$ cat config.mk
export PLATFORM = sky130hd
export DESIGN_NAME = ring_buffer_zone_allocator
export DESIGN_NICKNAME = d
export VERILOG_FILES = /design/src/sv/rbza_pkg.sv /design/src/sv/rbza_alu.sv /design/src/sv/rbza_queue.sv /design/src/sv/ring_buffer_zone_allocator.sv
export SDC_FILE = /design/constraint.sdc
export NUM_CORES = 1
export LEC_CHECK = 0
export ABC_CLOCK_PERIOD_IN_PS = 8100
export BUFFER_PORTS_ARGS = -buffer_cell sky130_fd_sc_hd__buf_2
export CORE_MARGIN = 2
export CORE_UTILIZATION = 35
export DETAILED_ROUTE_END_ITERATION = 10
export GPL_ROUTABILITY_DRIVEN = 0
export PLACE_DENSITY = 0.63
export SLEW_MARGIN = 10
export SYNTH_ARGS = -nofsm -noshare
export SYNTH_HDL_FRONTEND = slang
export SYNTH_SLANG_ARGS = --single-unit
export TNS_END_PERCENT = 20
$ cat constraint.sdc
create_clock -name clk -period 8.1 [get_ports clk]
set_clock_uncertainty 0.05 [all_clocks]
set_input_delay 2.43 -clock clk [delete_from_list [all_inputs] [get_ports clk]]
set_output_delay 2.43 -clock clk [all_outputs]
set_load 0.02 [all_outputs]
$ cat src/sv/rbza_pkg.sv
package rbza_pkg;

  // opcodes
  localparam logic [1:0] OP_ALLOC   = 2'd0;
  localparam logic [1:0] OP_PUBLISH = 2'd1;
  localparam logic [1:0] OP_GET     = 2'd2;
  localparam logic [1:0] OP_RELEASE = 2'd3;

  // status codes
  localparam logic [2:0] ST_OK      = 3'd0;
  localparam logic [2:0] ST_RETRY   = 3'd1;
  localparam logic [2:0] ST_EMPTY   = 3'd2;
  localparam logic [2:0] ST_BADSIZE = 3'd3;
  localparam logic [2:0] ST_FULL    = 3'd4;

  // shared adder functions
  localparam logic ALU_ADD = 1'b0;
  localparam logic ALU_SUB = 1'b1;

  localparam int ALU_W = 18;

  typedef struct packed {
    logic [1:0]  opcode;
    logic [16:0] amount;
    logic [15:0] zone_base;
  } in_item_t;

  typedef struct packed {
    logic [2:0]  status;
    logic [15:0] out_start;
    logic [16:0] out_size;
    logic [16:0] free_space;
  } out_item_t;

  typedef struct packed {
    logic        pad;
    logic [16:0] size;
    logic [15:0] start;
  } zone_t;

  typedef struct packed {
    logic  push;
    logic  pop;
    logic  rd_en;
    zone_t wdata;
  } q_ctl_t;

  typedef struct packed {
    logic full;
    logic empty;
  } q_stat_t;

endpackage

$ cat src/sv/rbza_alu.sv
module rbza_alu
  import rbza_pkg::*;
(
  input  logic             alu_op,
  input  logic [ALU_W-1:0] a,
  input  logic [ALU_W-1:0] b,
  output logic [ALU_W-1:0] y
);

  // sign bit of y flags a < b on subtract (operands stay below 2^17)
  always_comb begin
    if (alu_op == ALU_SUB) begin
      y = a - b;
    end else begin
      y = a + b;
    end
  end

endmodule

$ cat src/sv/rbza_queue.sv
module rbza_queue
  import rbza_pkg::*;
#(
  parameter int QUEUE_DEPTH = 16
) (
  input  logic    clk,
  input  logic    rst_n,
  input  q_ctl_t  ctl,
  output q_stat_t stat,
  output zone_t   rd_data
);

  localparam int AW = (QUEUE_DEPTH > 1) ? $clog2(QUEUE_DEPTH) : 1;
  localparam int CW = $clog2(QUEUE_DEPTH + 1);
  localparam logic [AW-1:0] LAST = AW'(QUEUE_DEPTH - 1);
  localparam logic [CW-1:0] FULL_CNT = CW'(QUEUE_DEPTH);

  zone_t         mem [QUEUE_DEPTH];
  zone_t         rd_data_r;
  logic [AW-1:0] head_r, head_nxt;
  logic [AW-1:0] tail_r, tail_nxt;
  logic [CW-1:0] count_r, count_nxt;

  always_comb begin
    head_nxt  = head_r;
    tail_nxt  = tail_r;
    count_nxt = count_r;
    if (ctl.push) begin
      tail_nxt  = (tail_r == LAST) ? '0 : tail_r + 1'b1;
      count_nxt = count_r + 1'b1;
    end else if (ctl.pop) begin
      head_nxt  = (head_r == LAST) ? '0 : head_r + 1'b1;
      count_nxt = count_r - 1'b1;
    end
  end

  always_ff @(posedge clk) begin
    if (!rst_n) begin
      head_r  <= '0;
      tail_r  <= '0;
      count_r <= '0;
    end else begin
      head_r  <= head_nxt;
      tail_r  <= tail_nxt;
      count_r <= count_nxt;
    end
  end

  always_ff @(posedge clk) begin
    if (ctl.push) begin
      mem[tail_r] <= ctl.wdata;
    end
    if (ctl.rd_en) begin
      rd_data_r <= mem[head_r];
    end
  end

  assign stat.full  = (count_r == FULL_CNT);
  assign stat.empty = (count_r == '0);
  assign rd_data    = rd_data_r;

  a_no_push_full: assert property (@(posedge clk) disable iff (!rst_n)
    ctl.push |-> !stat.full)
    else $error("push into full zone queue");

  a_no_pop_empty: assert property (@(posedge clk) disable iff (!rst_n)
    ctl.pop |-> !stat.empty)
    else $error("pop from empty zone queue");

  a_count_range: assert property (@(posedge clk) disable iff (!rst_n)
    count_r <= FULL_CNT)
    else $error("zone queue count out of range");

endmodule

$ cat src/sv/ring_buffer_zone_allocator.sv
// Ring buffer zone allocator.
// Command channel: an item (opcode, amount, zone_base) is taken on the
// rising edge where start is high and busy is low. busy then stays high
// until the result is issued. Result channel: out_valid is high for one
// cycle with out_item (status, out_start, out_size, free_space); the
// receiver cannot stall, so it must take the item in that cycle.
// All steps run on one shared 18-bit adder. Publish, release, bad size
// and no space finish in the decode step. Alloc checks the space, finds
// the room to the ring end and compares; it then grants, or queues a
// padding zone, charges it and retries once at offset 0. Get tests the
// queue, reads the head and skips padding zones until it finds a real
// zone or the queue is empty.
// busy drops as the result goes out, so the next item may be accepted on
// the edge that takes the result, and no item is taken before then.
// Zones sit in a QUEUE_DEPTH entry memory with a registered read port.
// Reset (rst_n low, synchronous) empties the queue, sets the write
// position to 0 and marks the whole ring free; queue memory is not
// cleared, entries are only read after being written.
module ring_buffer_zone_allocator
  import rbza_pkg::*;
#(
  parameter int RING_SIZE   = 65536,
  parameter int QUEUE_DEPTH = 16
) (
  input  logic      clk,
  input  logic      rst_n,
  input  logic      start,
  output logic      busy,
  input  in_item_t  in_item,
  output logic      out_valid,
  output out_item_t out_item
);

  localparam logic [ALU_W-1:0] RING_W = ALU_W'(RING_SIZE);

  // sequencer states
  localparam logic [3:0] S_IDLE    = 4'd0;
  localparam logic [3:0] S_DISP    = 4'd1;  // decode, first step of each op
  localparam logic [3:0] S_A_PAD   = 4'd2;  // room to ring end
  localparam logic [3:0] S_A_CMP   = 4'd3;  // does the request reach the end
  localparam logic [3:0] S_A_GRANT = 4'd4;  // straight grant
  localparam logic [3:0] S_A_WRAP  = 4'd5;  // charge padding, wrap
  localparam logic [3:0] S_A_RETRY = 4'd6;  // one retry at offset 0
  localparam logic [3:0] S_G_CHK   = 4'd7;  // queue empty test, read head
  localparam logic [3:0] S_G_DATA  = 4'd8;  // head zone available

  logic [3:0]  state_r, state_nxt;
  logic [15:0] wp_r, wp_nxt;          // write position
  logic [16:0] free_r, free_nxt;      // free units
  logic [16:0] pad_r, pad_nxt;        // RING_SIZE - write position
  logic [16:0] diff_r, diff_nxt;      // free - amount from the space check
  in_item_t    item_r, item_nxt;
  logic        out_valid_r, out_valid_nxt;
  out_item_t   out_item_r, out_item_nxt;

  logic             alu_op;
  logic [ALU_W-1:0] alu_a, alu_b, alu_y;
  logic [16:0]      sat_sum;

  q_ctl_t  q_ctl;
  q_stat_t q_stat;
  zone_t   q_rd;

  logic        done;
  logic [2:0]  done_status;
  logic [15:0] done_start;
  logic [16:0] done_size;

  rbza_alu u_alu (
    .alu_op (alu_op),
    .a      (alu_a),
    .b      (alu_b),
    .y      (alu_y)
  );

  rbza_queue #(
    .QUEUE_DEPTH (QUEUE_DEPTH)
  ) u_queue (
    .clk     (clk),
    .rst_n   (rst_n),
    .ctl     (q_ctl),
    .stat    (q_stat),
    .rd_data (q_rd)
  );

  // release and skipped padding zones saturate at the ring size
  assign sat_sum = (alu_y > RING_W) ? RING_W[16:0] : alu_y[16:0];

  always_comb begin
    state_nxt   = state_r;
    wp_nxt      = wp_r;
    free_nxt    = free_r;
    pad_nxt     = pad_r;
    diff_nxt    = diff_r;
    item_nxt    = item_r;
    q_ctl       = '0;
    alu_op      = ALU_ADD;
    alu_a       = '0;
    alu_b       = '0;
    done        = 1'b0;
    done_status = ST_OK;
    done_start  = '0;
    done_size   = '0;

    case (state_r)
      S_IDLE: begin
        if (start) begin
          item_nxt  = in_item;
          state_nxt = S_DISP;
        end
      end

      S_DISP: begin
        if (item_r.opcode == OP_GET) begin
          state_nxt = S_G_CHK;
          if (q_stat.empty) begin
            done        = 1'b1;
            done_status = ST_EMPTY;
          end else begin
            q_ctl.rd_en = 1'b1;
            state_nxt   = S_G_DATA;
          end
        end else if (item_r.amount == '0) begin
          done        = 1'b1;
          done_status = ST_BADSIZE;
        end else begin
          case (item_r.opcode)
            OP_ALLOC: begin
              alu_op = ALU_SUB;
              alu_a  = {1'b0, free_r};
              alu_b  = {1'b0, item_r.amount};
              if (alu_y[ALU_W-1]) begin
                done        = 1'b1;
                done_status = ST_RETRY;
              end else begin
                diff_nxt  = alu_y[16:0];
                state_nxt = S_A_PAD;
              end
            end
            OP_PUBLISH: begin
              done = 1'b1;
              if (q_stat.full) begin
                done_status = ST_FULL;
              end else begin
                q_ctl.push        = 1'b1;
                q_ctl.wdata.pad   = 1'b0;
                q_ctl.wdata.size  = item_r.amount;
                q_ctl.wdata.start = item_r.zone_base;
                done_start        = item_r.zone_base;
                done_size         = item_r.amount;
              end
            end
            OP_RELEASE: begin
              alu_a    = {1'b0, free_r};
              alu_b    = {1'b0, item_r.amount};
              free_nxt = sat_sum;
              done     = 1'b1;
            end
            default: begin
              done        = 1'b1;
              done_status = ST_BADSIZE;
            end
          endcase
        end
      end

      S_A_PAD: begin
        alu_op    = ALU_SUB;
        alu_a     = RING_W;
        alu_b     = {2'b00, wp_r};
        pad_nxt   = alu_y[16:0];
        state_nxt = S_A_CMP;
      end

      S_A_CMP: begin
        // amount < pad means the zone ends before the ring end
        alu_op = ALU_SUB;
        alu_a  = {1'b0, item_r.amount};
        alu_b  = {1'b0, pad_r};
        if (alu_y[ALU_W-1]) begin
          state_nxt = S_A_GRANT;
        end else if (q_stat.full) begin
          done        = 1'b1;
          done_status = ST_FULL;
        end else begin
          q_ctl.push        = 1'b1;
          q_ctl.wdata.pad   = 1'b1;
          q_ctl.wdata.size  = pad_r;
          q_ctl.wdata.start = wp_r;
          state_nxt         = S_A_WRAP;
        end
      end

      S_A_GRANT: begin
        alu_a      = {2'b00, wp_r};
        alu_b      = {1'b0, item_r.amount};
        wp_nxt     = alu_y[15:0];
        free_nxt   = diff_r;
        done       = 1'b1;
        done_start = wp_r;
        done_size  = item_r.amount;
      end

      S_A_WRAP: begin
        alu_op    = ALU_SUB;
        alu_a     = {1'b0, free_r};
        alu_b     = {1'b0, pad_r};
        free_nxt  = alu_y[16:0];
        wp_nxt    = '0;
        state_nxt = S_A_RETRY;
      end

      S_A_RETRY: begin
        // padding is at least one unit, so a fit here is below RING_SIZE
        alu_op = ALU_SUB;
        alu_a  = {1'b0, free_r};
        alu_b  = {1'b0, item_r.amount};
        done   = 1'b1;
        if (alu_y[ALU_W-1]) begin
          done_status = ST_RETRY;
        end else begin
          wp_nxt    = item_r.amount[15:0];
          free_nxt  = alu_y[16:0];
          done_size = item_r.amount;
        end
      end

      S_G_CHK: begin
        if (q_stat.empty) begin
          done        = 1'b1;
          done_status = ST_EMPTY;
        end else begin
          q_ctl.rd_en = 1'b1;
          state_nxt   = S_G_DATA;
        end
      end

      S_G_DATA: begin
        q_ctl.pop = 1'b1;
        if (q_rd.pad) begin
          alu_a     = {1'b0, free_r};
          alu_b     = {1'b0, q_rd.size};
          free_nxt  = sat_sum;
          state_nxt = S_G_CHK;
        end else begin
          done       = 1'b1;
          done_start = q_rd.start;
          done_size  = q_rd.size;
        end
      end

      default: begin
        state_nxt = S_IDLE;
      end
    endcase

    out_valid_nxt = done;
    out_item_nxt  = out_item_r;
    if (done) begin
      state_nxt               = S_IDLE;
      out_item_nxt.status     = done_status;
      out_item_nxt.out_start  = done_start;
      out_item_nxt.out_size   = done_size;
      out_item_nxt.free_space = free_nxt;
    end
  end

  always_ff @(posedge clk) begin
    if (!rst_n) begin
      state_r     <= S_IDLE;
      wp_r        <= '0;
      free_r      <= RING_W[16:0];
      out_valid_r <= 1'b0;
    end else begin
      state_r     <= state_nxt;
      wp_r        <= wp_nxt;
      free_r      <= free_nxt;
      out_valid_r <= out_valid_nxt;
    end
  end

  // payload and scratch, no reset
  always_ff @(posedge clk) begin
    pad_r      <= pad_nxt;
    diff_r     <= diff_nxt;
    item_r     <= item_nxt;
    out_item_r <= out_item_nxt;
  end

  assign busy      = (state_r != S_IDLE);
  assign out_valid = out_valid_r;
  assign out_item  = out_item_r;

  a_busy_after_accept: assert property (@(posedge clk) disable iff (!rst_n)
    (start && !busy) |=> busy)
    else $error("accepted item did not raise busy");

  a_result_idle: assert property (@(posedge clk) disable iff (!rst_n)
    out_valid |-> !busy)
    else $error("result issued while still busy");

  a_single_strobe: assert property (@(posedge clk) disable iff (!rst_n)
    out_valid |=> !out_valid)
    else $error("result strobe longer than one cycle");

  a_free_bound: assert property (@(posedge clk) disable iff (!rst_n)
    free_r <= RING_W[16:0])
    else $error("free units above ring size");

  a_nonok_zero: assert property (@(posedge clk) disable iff (!rst_n)
    (out_valid && out_item.status != ST_OK) |->
      (out_item.out_start == '0 && out_item.out_size == '0))
    else $error("failed request carries a zone");

endmodule
* Yosys cells after proc, flatten, opt, wreduce, memory -nomap -nowiden
Memories as Yosys holds them, arrays and structs flattened. A register that Yosys moved wholly into a read port is not among the register bits.
Index checks and enable logic that the tools add are counted.
** Storage, ports and cells
- Word-level logic and storage cells :: 158
- Input port bits :: 38
- Memory bits (writable) :: 544
- Register bits :: 173
- Memories :: 1
** Memories
- u_queue.mem :: words 16, bits a word 34, rd ports 1, clocked after Yosys merged registers in 1, write ports 1, RTL line rbza_queue.sv:18 : zone_t mem [QUEUE_DEPTH];
** Operators by class
- Add/subtract/negate cells :: 6
- Eq/ne operators :: 22
- Order comparisons :: 1
- Reductions and logical operators :: 18
- Muxes and demuxes :: 88
- Bitwise logic cells :: 6
** Operators with widths (number)
- 2-to-1 mux 17 bit :: 20
- case mux 17 bit (5 select lines) :: 2
- 2-to-1 mux 33 bit :: 4
- case mux 17 bit (6 select lines) :: 1
- 2-to-1 mux 16 bit :: 6
- case mux 16 bit (3 select lines) :: 2
- 2-to-1 mux 34 bit :: 2
- case mux 17 bit (4 select lines) :: 1
- case mux 34 bit (2 select lines) :: 1
- 2-to-1 mux 4 bit :: 12
- case mux 4 bit (8 select lines) :: 1
- 2-to-1 mux 1 bit :: 22
- adder 17 x 17 -> 18 bit :: 1
- > comparator 18 x 17 -> 1 bit (second input constant) :: 1
- 2-to-1 mux 18 bit :: 1
- subtractor 17 x 17 -> 18 bit :: 1
- zero test 17 bit :: 1
- == test 4 x 3 -> 1 bit (second input constant) :: 4
- == test 4 bit (second input constant) :: 3
- 2-to-1 mux 3 bit :: 4
- case mux 3 bit (4 select lines) :: 1
- 2-to-1 mux 5 bit :: 2
- OR reduction 2 bit :: 5
- inequality test 3 bit (second input constant) :: 3
- 26 further kinds :: 40

* Logic depth before layout (Yosys ltp)
Gate-level depths: netlist of the first run.
- Depth after elaboration :: 14
- Mapped depth :: 28
- Mapped depth without buffers :: 26

* Cells and area by module
Synthesis of the first run repeated with hierarchy kept, for this count alone.
** Unflattened totals
- Cell total of the unflattened synthesis :: 1775
- Area, all modules :: 31014.7 sq um
** Modules (own cells, without submodules)
- rbza_queue :: area each 22183.8 sq um, cells each 974, times used 1, sequential area each 17616.9 sq um
- ring_buffer_zone_allocator :: area each 7594.8 sq um, cells each 631, times used 1, sequential area each 4424.2 sq um
- rbza_alu :: area each 1236.2 sq um, cells each 170, times used 1, sequential area each 0.0 sq um

* Least setup slack after synthesis of the first run
Ideal clock, no wire load.
- Path type :: reg2reg
- Start :: register state_r[1]
- End :: memory u_queue.mem[3][0] in the netlist's numbering, enable pin
- Period minus slack after synthesis :: 8.311 ns
- Data arrival time :: 7.794 ns
- Buffers on the path :: 3
- Data required time :: 7.583 ns
- Library setup time :: 0.467 ns
- Slack :: -0.211 ns
- Stages on the path, launching flop included :: 20
- Cell sequence :: dfxtp_1 -> buf_2 -> clkbuf_1 -> nor4b_1 -> a22o_1 -> a21o_1 -> a221o_1 -> or2_2 -> nor3_1 -> a21oi_1 -> xnor2_1 -> ha_1 -> and3_1 -> nand2b_1 -> a21oi_1 -> nor2_1 -> a31o_2 -> clkbuf_1 -> nand2_1 -> nor3_1
** Between the ends
- Word-level cells in the longest chain between the ends :: 9
- Elaborated cells between the ends (all ways) :: 21
- Those cells by class :: add/sub: 2; eq/ne: 7; mux: 8; reduce/logical: 4
** Ends and longest elaborated chain
- start, declared :: RTL line ring_buffer_zone_allocator.sv:47 : logic [3:0] state_r, state_nxt;
- start signal, assigned :: RTL line ring_buffer_zone_allocator.sv:275 : state_r <= state_nxt;
- == test 4 x 3 -> 1 bit or == test 4 x 2 -> 1 bit (tied branches) :: RTL line ring_buffer_zone_allocator.sv:105 : case (state_r)
- OR reduction 2 bit (no line)
- case mux 17 bit (6 select lines) or case mux 17 bit (5 select lines) (tied branches) :: RTL line ring_buffer_zone_allocator.sv:105
- adder 17 x 17 -> 18 bit or subtractor 17 x 17 -> 18 bit (tied branches) :: RTL line rbza_alu.sv:15, rbza_alu.sv:13
- 2-to-1 mux 18 bit :: RTL line rbza_alu.sv:12 : if (alu_op == ALU_SUB) begin
- 2-to-1 mux 1 bit :: RTL line ring_buffer_zone_allocator.sv:180 : if (alu_y[ALU_W-1]) begin
- case mux 1 bit (2 select lines) (*) :: RTL line ring_buffer_zone_allocator.sv:105
- 2-to-1 mux 1 bit (*) :: RTL line rbza_queue.sv:50 : if (ctl.push) begin
- 2-to-1 mux 1 bit (not written as such) (*) :: RTL line rbza_queue.sv:51 : mem[tail_r] <= ctl.wdata;
- end, declared :: RTL line rbza_queue.sv:18
Every way passes the cells marked *; elsewhere a longest branch is shown, timed or not.

* Final worst setup path of the first run
- Start :: register state_r[1]
- End :: register out_item_r (netlist bit out_item[3]), data pin
** Between the ends
- Word-level cells in the longest chain between the ends :: 11
- Elaborated cells between the ends (all ways) :: 25
- Those cells by class :: add/sub: 2; order compare: 1; eq/ne: 7; mux: 11; reduce/logical: 4
** Ends and longest elaborated chain
- == test 4 x 3 -> 1 bit or == test 4 x 2 -> 1 bit (tied branches) :: RTL line ring_buffer_zone_allocator.sv:105
- OR reduction 2 bit (no line)
- case mux 17 bit (6 select lines) or case mux 17 bit (5 select lines) (tied branches) :: RTL line ring_buffer_zone_allocator.sv:105
- adder 17 x 17 -> 18 bit or subtractor 17 x 17 -> 18 bit (tied branches) :: RTL line rbza_alu.sv:15, rbza_alu.sv:13
- 2-to-1 mux 18 bit (*) :: RTL line rbza_alu.sv:12
- net alu_y[8] :: RTL line ring_buffer_zone_allocator.sv:57 : logic [ALU_W-1:0] alu_a, alu_b, alu_y;
- > comparator 18 x 17 -> 1 bit (*) :: RTL line ring_buffer_zone_allocator.sv:87 : assign sat_sum = (alu_y > RING_W) ? RING_W[16:0] : alu_y[16:0];
- 2-to-1 mux 17 bit (*) :: RTL line ring_buffer_zone_allocator.sv:87
- 2-to-1 mux 17 bit :: RTL line ring_buffer_zone_allocator.sv:127 : case (item_r.opcode)
- 2-to-1 mux 17 bit :: RTL line ring_buffer_zone_allocator.sv:123 : end else if (item_r.amount == '0) begin
- 2-to-1 mux 17 bit :: RTL line ring_buffer_zone_allocator.sv:114 : if (item_r.opcode == OP_GET) begin
- case mux 17 bit (5 select lines) (*) :: RTL line ring_buffer_zone_allocator.sv:105
- net free_nxt[3] :: RTL line ring_buffer_zone_allocator.sv:49 : logic [16:0] free_r, free_nxt;
- end signal, assigned :: RTL line ring_buffer_zone_allocator.sv:287 : out_item_r <= out_item_nxt;
- end, declared :: RTL line ring_buffer_zone_allocator.sv:54 : out_item_t out_item_r, out_item_nxt;
Mark *: on every way through the listed nets, which the timed path passes. The rest lies on a longest branch.
A chain may end at the register's enable or synchronous reset.

==> results of run 1 <==
-- final timing paths --
path | to | slack [ns] | depth (start not counted)
worst max-delay path | out_item[3] | 0.77 | 17
worst min-delay path | free_r[16] | 0.45 | 2
worst max register to register | out_item[3] | 0.77 | 17
worst min register to register | free_r[16] | 0.45 | 2
-- metrics by stage --
| stage | setup slack (ns) | cells |
|---|---|---|
| 5_1_grt | 0.399 | 3066 |
| 4_1_cts | 0.996 | 3066 |
| 6_report | 0.770 | 3067 |
| 3_5_place_dp | 1.03 | 2926 |
| 3_3_place_gp | 1.19 | 2926 |
| 2_1_floorplan | -0.178 | 1725 |
-- layer usage --
metal	wire, um	GRT usage	vias up
met1	34300	0.252	9275
met2	40500	0.295	889
met5	0	0	-
met4	2860	0.0679	0
met3	7130	0.0371	163
li1	-	-	7405
-- synth_stat cells (4+ instances only) --
| master | instances |
|---|---|
| edfxtp_1 | 700 |
| mux4_2 | 170 |
| a21oi_1 | 77 |
| nand2_1 | 73 |
| clkbuf_1 | 71 |
| nor2_1 | 64 |
| a22o_1 | 53 |
| dfxtp_1 | 51 |
| a221o_1 | 34 |
| ha_1 | 30 |
| o21ai_0 | 24 |
| and2_1 | 23 |
| buf_1 | 23 |
| nand3_1 | 21 |
| a22oi_1 | 20 |
| xor2_1 | 19 |
| a311oi_1 | 17 |
| inv_1 | 17 |
| xnor2_1 | 17 |
| a21o_1 | 14 |
| a222oi_1 | 14 |
| nor3_1 | 13 |
| o211ai_1 | 11 |
| nand3b_1 | 10 |
| and3_1 | 9 |
| a221oi_1 | 8 |
| a31oi_1 | 8 |
| nand2b_1 | 8 |
| or2_2 | 8 |
| nor4_1 | 7 |
| buf_2 | 6 |
| mux2i_1 | 6 |
| nor2b_1 | 6 |
| o21ai_1 | 6 |
| o211ai_2 | 5 |
| o21a_1 | 5 |
| a21boi_0 | 4 |
| a31o_2 | 4 |
| a32oi_1 | 4 |
| buf_4 | 4 |
| o22ai_1 | 4 |
-- worst max-delay path, stage by stage (launching register included) --
cell	delay, ns
dfxtp_1	0.77
inv_1	0.44
and3_1	0.54
or4_1	0.81
a222oi_1	0.38
ha_1	0.25
inv_1	0.07
fa_1	0.46
a21o_1	0.21
a221oi_1	0.50
o21ai_0	0.28
xor2_1	0.28
or4_1	0.56
or4b_1	0.50
nor4_2	0.46
buf_4	0.27
nor2_1	0.13
o21ai_0	0.20
-- area by class of cell --
cell class / instances / area, um2
multi-input cells: 848 / 8750
clock inverters: 34 / 339
inverters: 18 / 67.6
fillers: 7794 / 52500
well taps: 1165 / 1460
diodes: 1 / 2.50
repair buffers: 144 / 876
flip-flops and latches: 751 / 22100
clock buffers: 106 / 2170
-- kinds of logic after synthesis --
family / Yosys count
adder cells (fa/ha/maj): 32
buffers and inverters: 126
multiplexers: 176
AO/OA/AOI/OAI: 338
flip-flops: 751
XOR/XNOR: 38
AND/OR/NAND/NOR: 264
-- power breakdown --
| part | internal, W | switching (W) | total (W) |
|---|---|---|---|
| Combinational | 0.000282 | 0.000647 | 0.000929 |
| Sequential | 0.00433 | 0.0000601 | 0.00439 |
| Clock | 0.00207 | 0.00145 | 0.00352 |
-- sequential cells by signal (all words and copies together) (netlist names) --
| name | cells |
|---|---|
| u_queue.mem | 544 |
| out_item | 53 |
| item_r | 35 |
| u_queue.rd_data | 34 |
| diff_r | 17 |
| free_r | 17 |
| pad_r | 17 |
| wp_r | 16 |
| u_queue.count_r | 5 |
| state_r | 4 |
| u_queue.head_r | 4 |
| u_queue.tail_r | 4 |
| out_valid | 1 |
==> results.py, run 1 <==
metrics = {
    "run": {
        "cap_violations": 0,
    },
    "sta": {
        "post-route-period-util": 0.905,
        "min_period_ns": 7.33,
        "setup_viol": 0,
        "timing.fmax_mhz": 136,
        "holdWs_ns": 0.448,
        "setup_tns_ns": 0,
        "slew_headroom": 0.105,
        "grt_setup_unrepaired": "false",
        "hold_viol_final": 0,
        "worst_slew_pin_slew_ns": 1.34,
        "final_max_slew_viol_count": 0,
    },
    "cts": {
        "cts_resized": 0,
        "h-tree-depth": 3,
        "hold_buffers": 0,
        "cts_buffers": 78,
        "clk_pin_slew_ns": 0.06,
        "clockBufferDepth": 3,
        "clk_latency_ns": 0.64,
        "postCtsSetupBuffers": 0,
        "cts_tree": "built",
        "cts.sink_count": 751,
        "root_buffer": "clkbuf_16",
    },
    "detailed_routing": {
        "vias": 17700,
        "dr.pass1.iters": 6,
        "ant_nets": 0,
        "via_per_inst": 5.78,
        "wl_per_cell_um": 27.6,
        "drt_iter0_drc": 2150,
        "drc": 0,
        "wl_mm": 84.8,
    },
    "min_path": {
        "hp-start": "diff_r[16]",
        "hold_path_class": "reg2reg",
    },
    "logic_synthesis": {
        "yosysWarnings": 0,
        "yosysSeqAreaShare": 0.708,
        "synth_adder_area_share": 0.0134,
        "synth.mux.area_fraction": 0.125,
        "synth-compound-area-share": 0.0820,
        "syn_nets": 1795,
        "synth_area_per_cell_um2": 18.0,
        "synth_top_flop_cell": "edfxtp_1",
        "yosysTopAreaCell": "edfxtp_1",
        "synth_top_family_by_area": "multiplexers",
        "synth_area_leaders": "edfxtp_1 (68%), mux4_2 (12%), dfxtp_1 (3.3%), a22o_1 (1.5%), a21oi_1 (1.2%)",
        "synthCells": 1725,
        "yosys.area_share.simple": 0.0430,
        "synth_cell_types": 76,
        "synth_top_area_frac": 0.676,
        "synth_seq_cells": 751,
        "yosys.area_share.xor_xnor": 0.0115,
        "synth_area_um2": 31100,
        "async_reset_ff_frac": 0,
        "synth_edf_count": 700,
    },
    "floorplan": {
        "core_region_area_um2": 88200,
        "fp-row-count": 109,
        "die_area_um2": 91300,
        "pin_count": 93,
        "die_y_um": 302,
        "start_util": 0.353,
        "die_w_um": 302,
    },
    "cells_and_area": {
        "final_cell_area_um2": 35700,
        "area_growth_pct": 14.8,
        "nets": 1911,
        "final_util": 0.405,
        "final_layout_size_suffix_gt1_frac": 0.254,
        "final_common_cell": "edfxtp_1",
        "layout_common_cells": "edfxtp_1 (700), mux4_2 (170), buf_2 (92), clkbuf_16 (81), a21oi_1 (77)",
    },
    "setup_path": {
        "crit_path_end_kind": "flip-flop",
        "cp_max_fo": 19,
        "required_ns": 8.51,
        "crit_type": "reg2reg",
        "cp-start-kind": "flip-flop",
        "reg2reg_from": "state_r[1]",
        "crit_arrival_ns": 7.74,
        "crit_path_start": "state_r[1]",
    },
    "power_and_ir_drop": {
        "ir_drop_v": 0.000148,
        "total_power_w": 0.00884,
        "cellPowerDensity_nw_per_um2": 247,
        "cellLeakagePower_nw": 11.7,
    },
    "placement": {
        "dp_hpwl_mm": 52.9,
        "placed_area_um2": 33200,
        "io_buffer_count": 92,
    },
    "outcome": {
        "status": "finished clean",
    },
    "grt": {
        "antenna_found_initial": 0,
        "grt_max_degree": 60,
        "grt_overflow": 0,
        "grt_usage": 0.185,
        "grt_pass1_vias": 17600,
        "grt_pass1_wl_mm": 122,
    },
}
Power figures use the tool's default switching activity.
==> run 2, diff against run 1 <==
- CORE_UTILIZATION: 35 -> 45
- CTS_BUF_LIST: unset -> sky130_fd_sc_hd__clkbuf_4 sky130_fd_sc_hd__clkbuf_8
- PLACE_DENSITY: 0.63 -> 0.74
==> run 2 against run 1 <==
Effect of this change:
- the run now ends with DRC left
- maximum frequency down 0.62%
- core utilization up 11 points
- worst hold slack better by 0.012 ns
- via count up 2.1%
- routed wire length down 5.9%
- combinational power down 2.2%
- worst setup slack worse by 0.046 ns
- flip-flop and latch count unchanged
- total power down 5.4%
- critical endpoint is now out_item[5]
- largest power group unchanged
==> results.py, run 2 (same netlist as run 1, synthesis figures left out) <==
metrics = {
    "floorplan": {
        "die_area_um2": 71300,
        "pin_count": 93,
        "die_y_um": 267,
        "start_util": 0.454,
        "core_region_area_um2": 68500,
        "fp-row-count": 96,
        "die_w_um": 267,
    },
    "grt": {
        "antenna_found_initial": 2,
        "grt_pass1_vias": 17500,
        "grt_pass1_wl_mm": 116,
        "grt_overflow": 0,
        "grt_max_degree": 122,
        "grt_usage": 0.223,
    },
    "cells_and_area": {
        "area_growth_pct": 12.4,
        "layout_common_cells": "edfxtp_1 (700), mux4_2 (170), clkbuf_8 (119), buf_2 (92), a21oi_1 (77)",
        "seq_area_um2": 22100,
        "top_register": "u_queue.mem",
        "final_layout_size_suffix_gt1_frac": 0.276,
        "layout.cells.non_filler": 2841,
        "nets": 1934,
        "multi_input_area_um2": 8730,
        "fillers": 5371,
        "largest_reg_flops": 544,
        "final_common_cell": "edfxtp_1",
    },
    "sta": {
        "setup_viol": 0,
        "worst_slew_pin_slew_ns": 1.31,
        "post-route-period-util": 0.911,
        "holdWs_ns": 0.460,
        "fin_ws_ns": 0.724,
        "min_period_ns": 7.38,
        "setup_tns_ns": 0,
        "timing.fmax_mhz": 136,
        "slew_headroom": 0.124,
        "grt_setup_unrepaired": "false",
        "final_max_slew_viol_count": 0,
        "hold_viol_final": 0,
    },
    "cts": {
        "cts.sink_count": 751,
        "root_buffer": "clkbuf_8",
        "hold_buffers": 0,
        "h-tree-depth": 3,
        "cts_buffers": 113,
        "clockBufferDepth": 3,
        "clk_pin_slew_ns": 0.06,
        "cts_resized": 0,
        "clk_latency_ns": 0.76,
        "cts_tree": "built",
        "postCtsSetupBuffers": 0,
    },
    "detailed_routing": {
        "via_per_inst": 6.37,
        "wl_mm": 79.8,
        "drt_iter0_drc": 3075,
        "wl_per_cell_um": 28.1,
        "vias": 18100,
        "dr.pass1.iters": 11,
        "drc": 1,
        "ant_nets": 0,
    },
    "power_and_ir_drop": {
        "ir_drop_v": 0.000116,
        "cellPowerDensity_nw_per_um2": 239,
        "cellLeakagePower_nw": 11.6,
        "total_power_w": 0.00836,
    },
    "setup_path": {
        "crit_arrival_ns": 7.86,
        "crit_type": "reg2reg",
        "cp-start-kind": "flip-flop",
        "cp_max_fo": 19,
        "required_ns": 8.59,
        "crit_path_end_kind": "flip-flop",
    },
    "placement": {
        "dp_hpwl_mm": 50.3,
        "dp.cells": 2631,
        "io_buffer_count": 92,
        "preCtsSetupSlack_ns": 1.06,
    },
    "outcome": {
        "violations": "DRC",
        "status": "finished, violations left",
    },
    "run": {
        "cap_violations": 0,
    },
    "min_path": {
        "hold_path_class": "reg2reg",
    },
}
run 2: per-layer routing:
| metal | global-route usage | vias to the layer above | share of wire |
|---|---|---|---|
| met5 | 0 | - | 0 |
| li1 | - | 7482 | - |
| met3 | 0.0532 | 185 | 0.11 |
| met2 | 0.349 | 1150 | 0.47 |
| met4 | 0.0706 | 0 | 0.032 |
| met1 | 0.310 | 9289 | 0.39 |
run 2: worst max-delay path: stages, from the launching register on:
cell,delay (ns)
dfxtp_1,0.76
inv_1,0.42
and3_1,0.54
or4_1,0.83
a222oi_1,0.38
ha_1,0.22
inv_1,0.06
fa_1,0.47
a21o_1,0.20
a221oi_1,0.47
o21ai_0,0.29
xor2_1,0.29
or4_1,0.55
or4b_1,0.52
nor4_2,0.48
buf_4,0.27
nor2_1,0.13
o21bai_1,0.22
run 2: path summary, 6_finish.rpt:
path,startpoint,end,slack (ns),cells past startpoint
max,state_r[1],out_item[5],0.72,17
min,u_queue.tail_r[0],u_queue.tail_r[0],0.46,2
max reg2reg,state_r[1],out_item[5],0.72,17
min reg2reg,u_queue.tail_r[0],u_queue.tail_r[0],0.46,2
run 2: metrics by stage:
step	util	cell area [um2]
after floorplan	-	31100
after global placement	0.478	32700
after detailed placement	0.478	32700
after CTS	0.511	35000
after global routing	0.511	35000
final	0.511	35000
run 2: where the power goes:
group | switching [W] | internal [W]
sequential | 0.0000601 | 0.00433
combinational | 0.000633 | 0.000276
clock | 0.00144 | 0.00162
total | 0.00213 | 0.00622
run 2: cell type report:
cell class | instances | share of cell area
clock buffers | 161 | 0.0558
diodes | 1 | 0.0000715
repair buffers | 132 | 0.0221
multi-input cells | 848 | 0.250
flip-flops and latches | 751 | 0.630
inverters | 18 | 0.00193
well taps | 882 | 0.0316
clock inverters | 48 | 0.00837
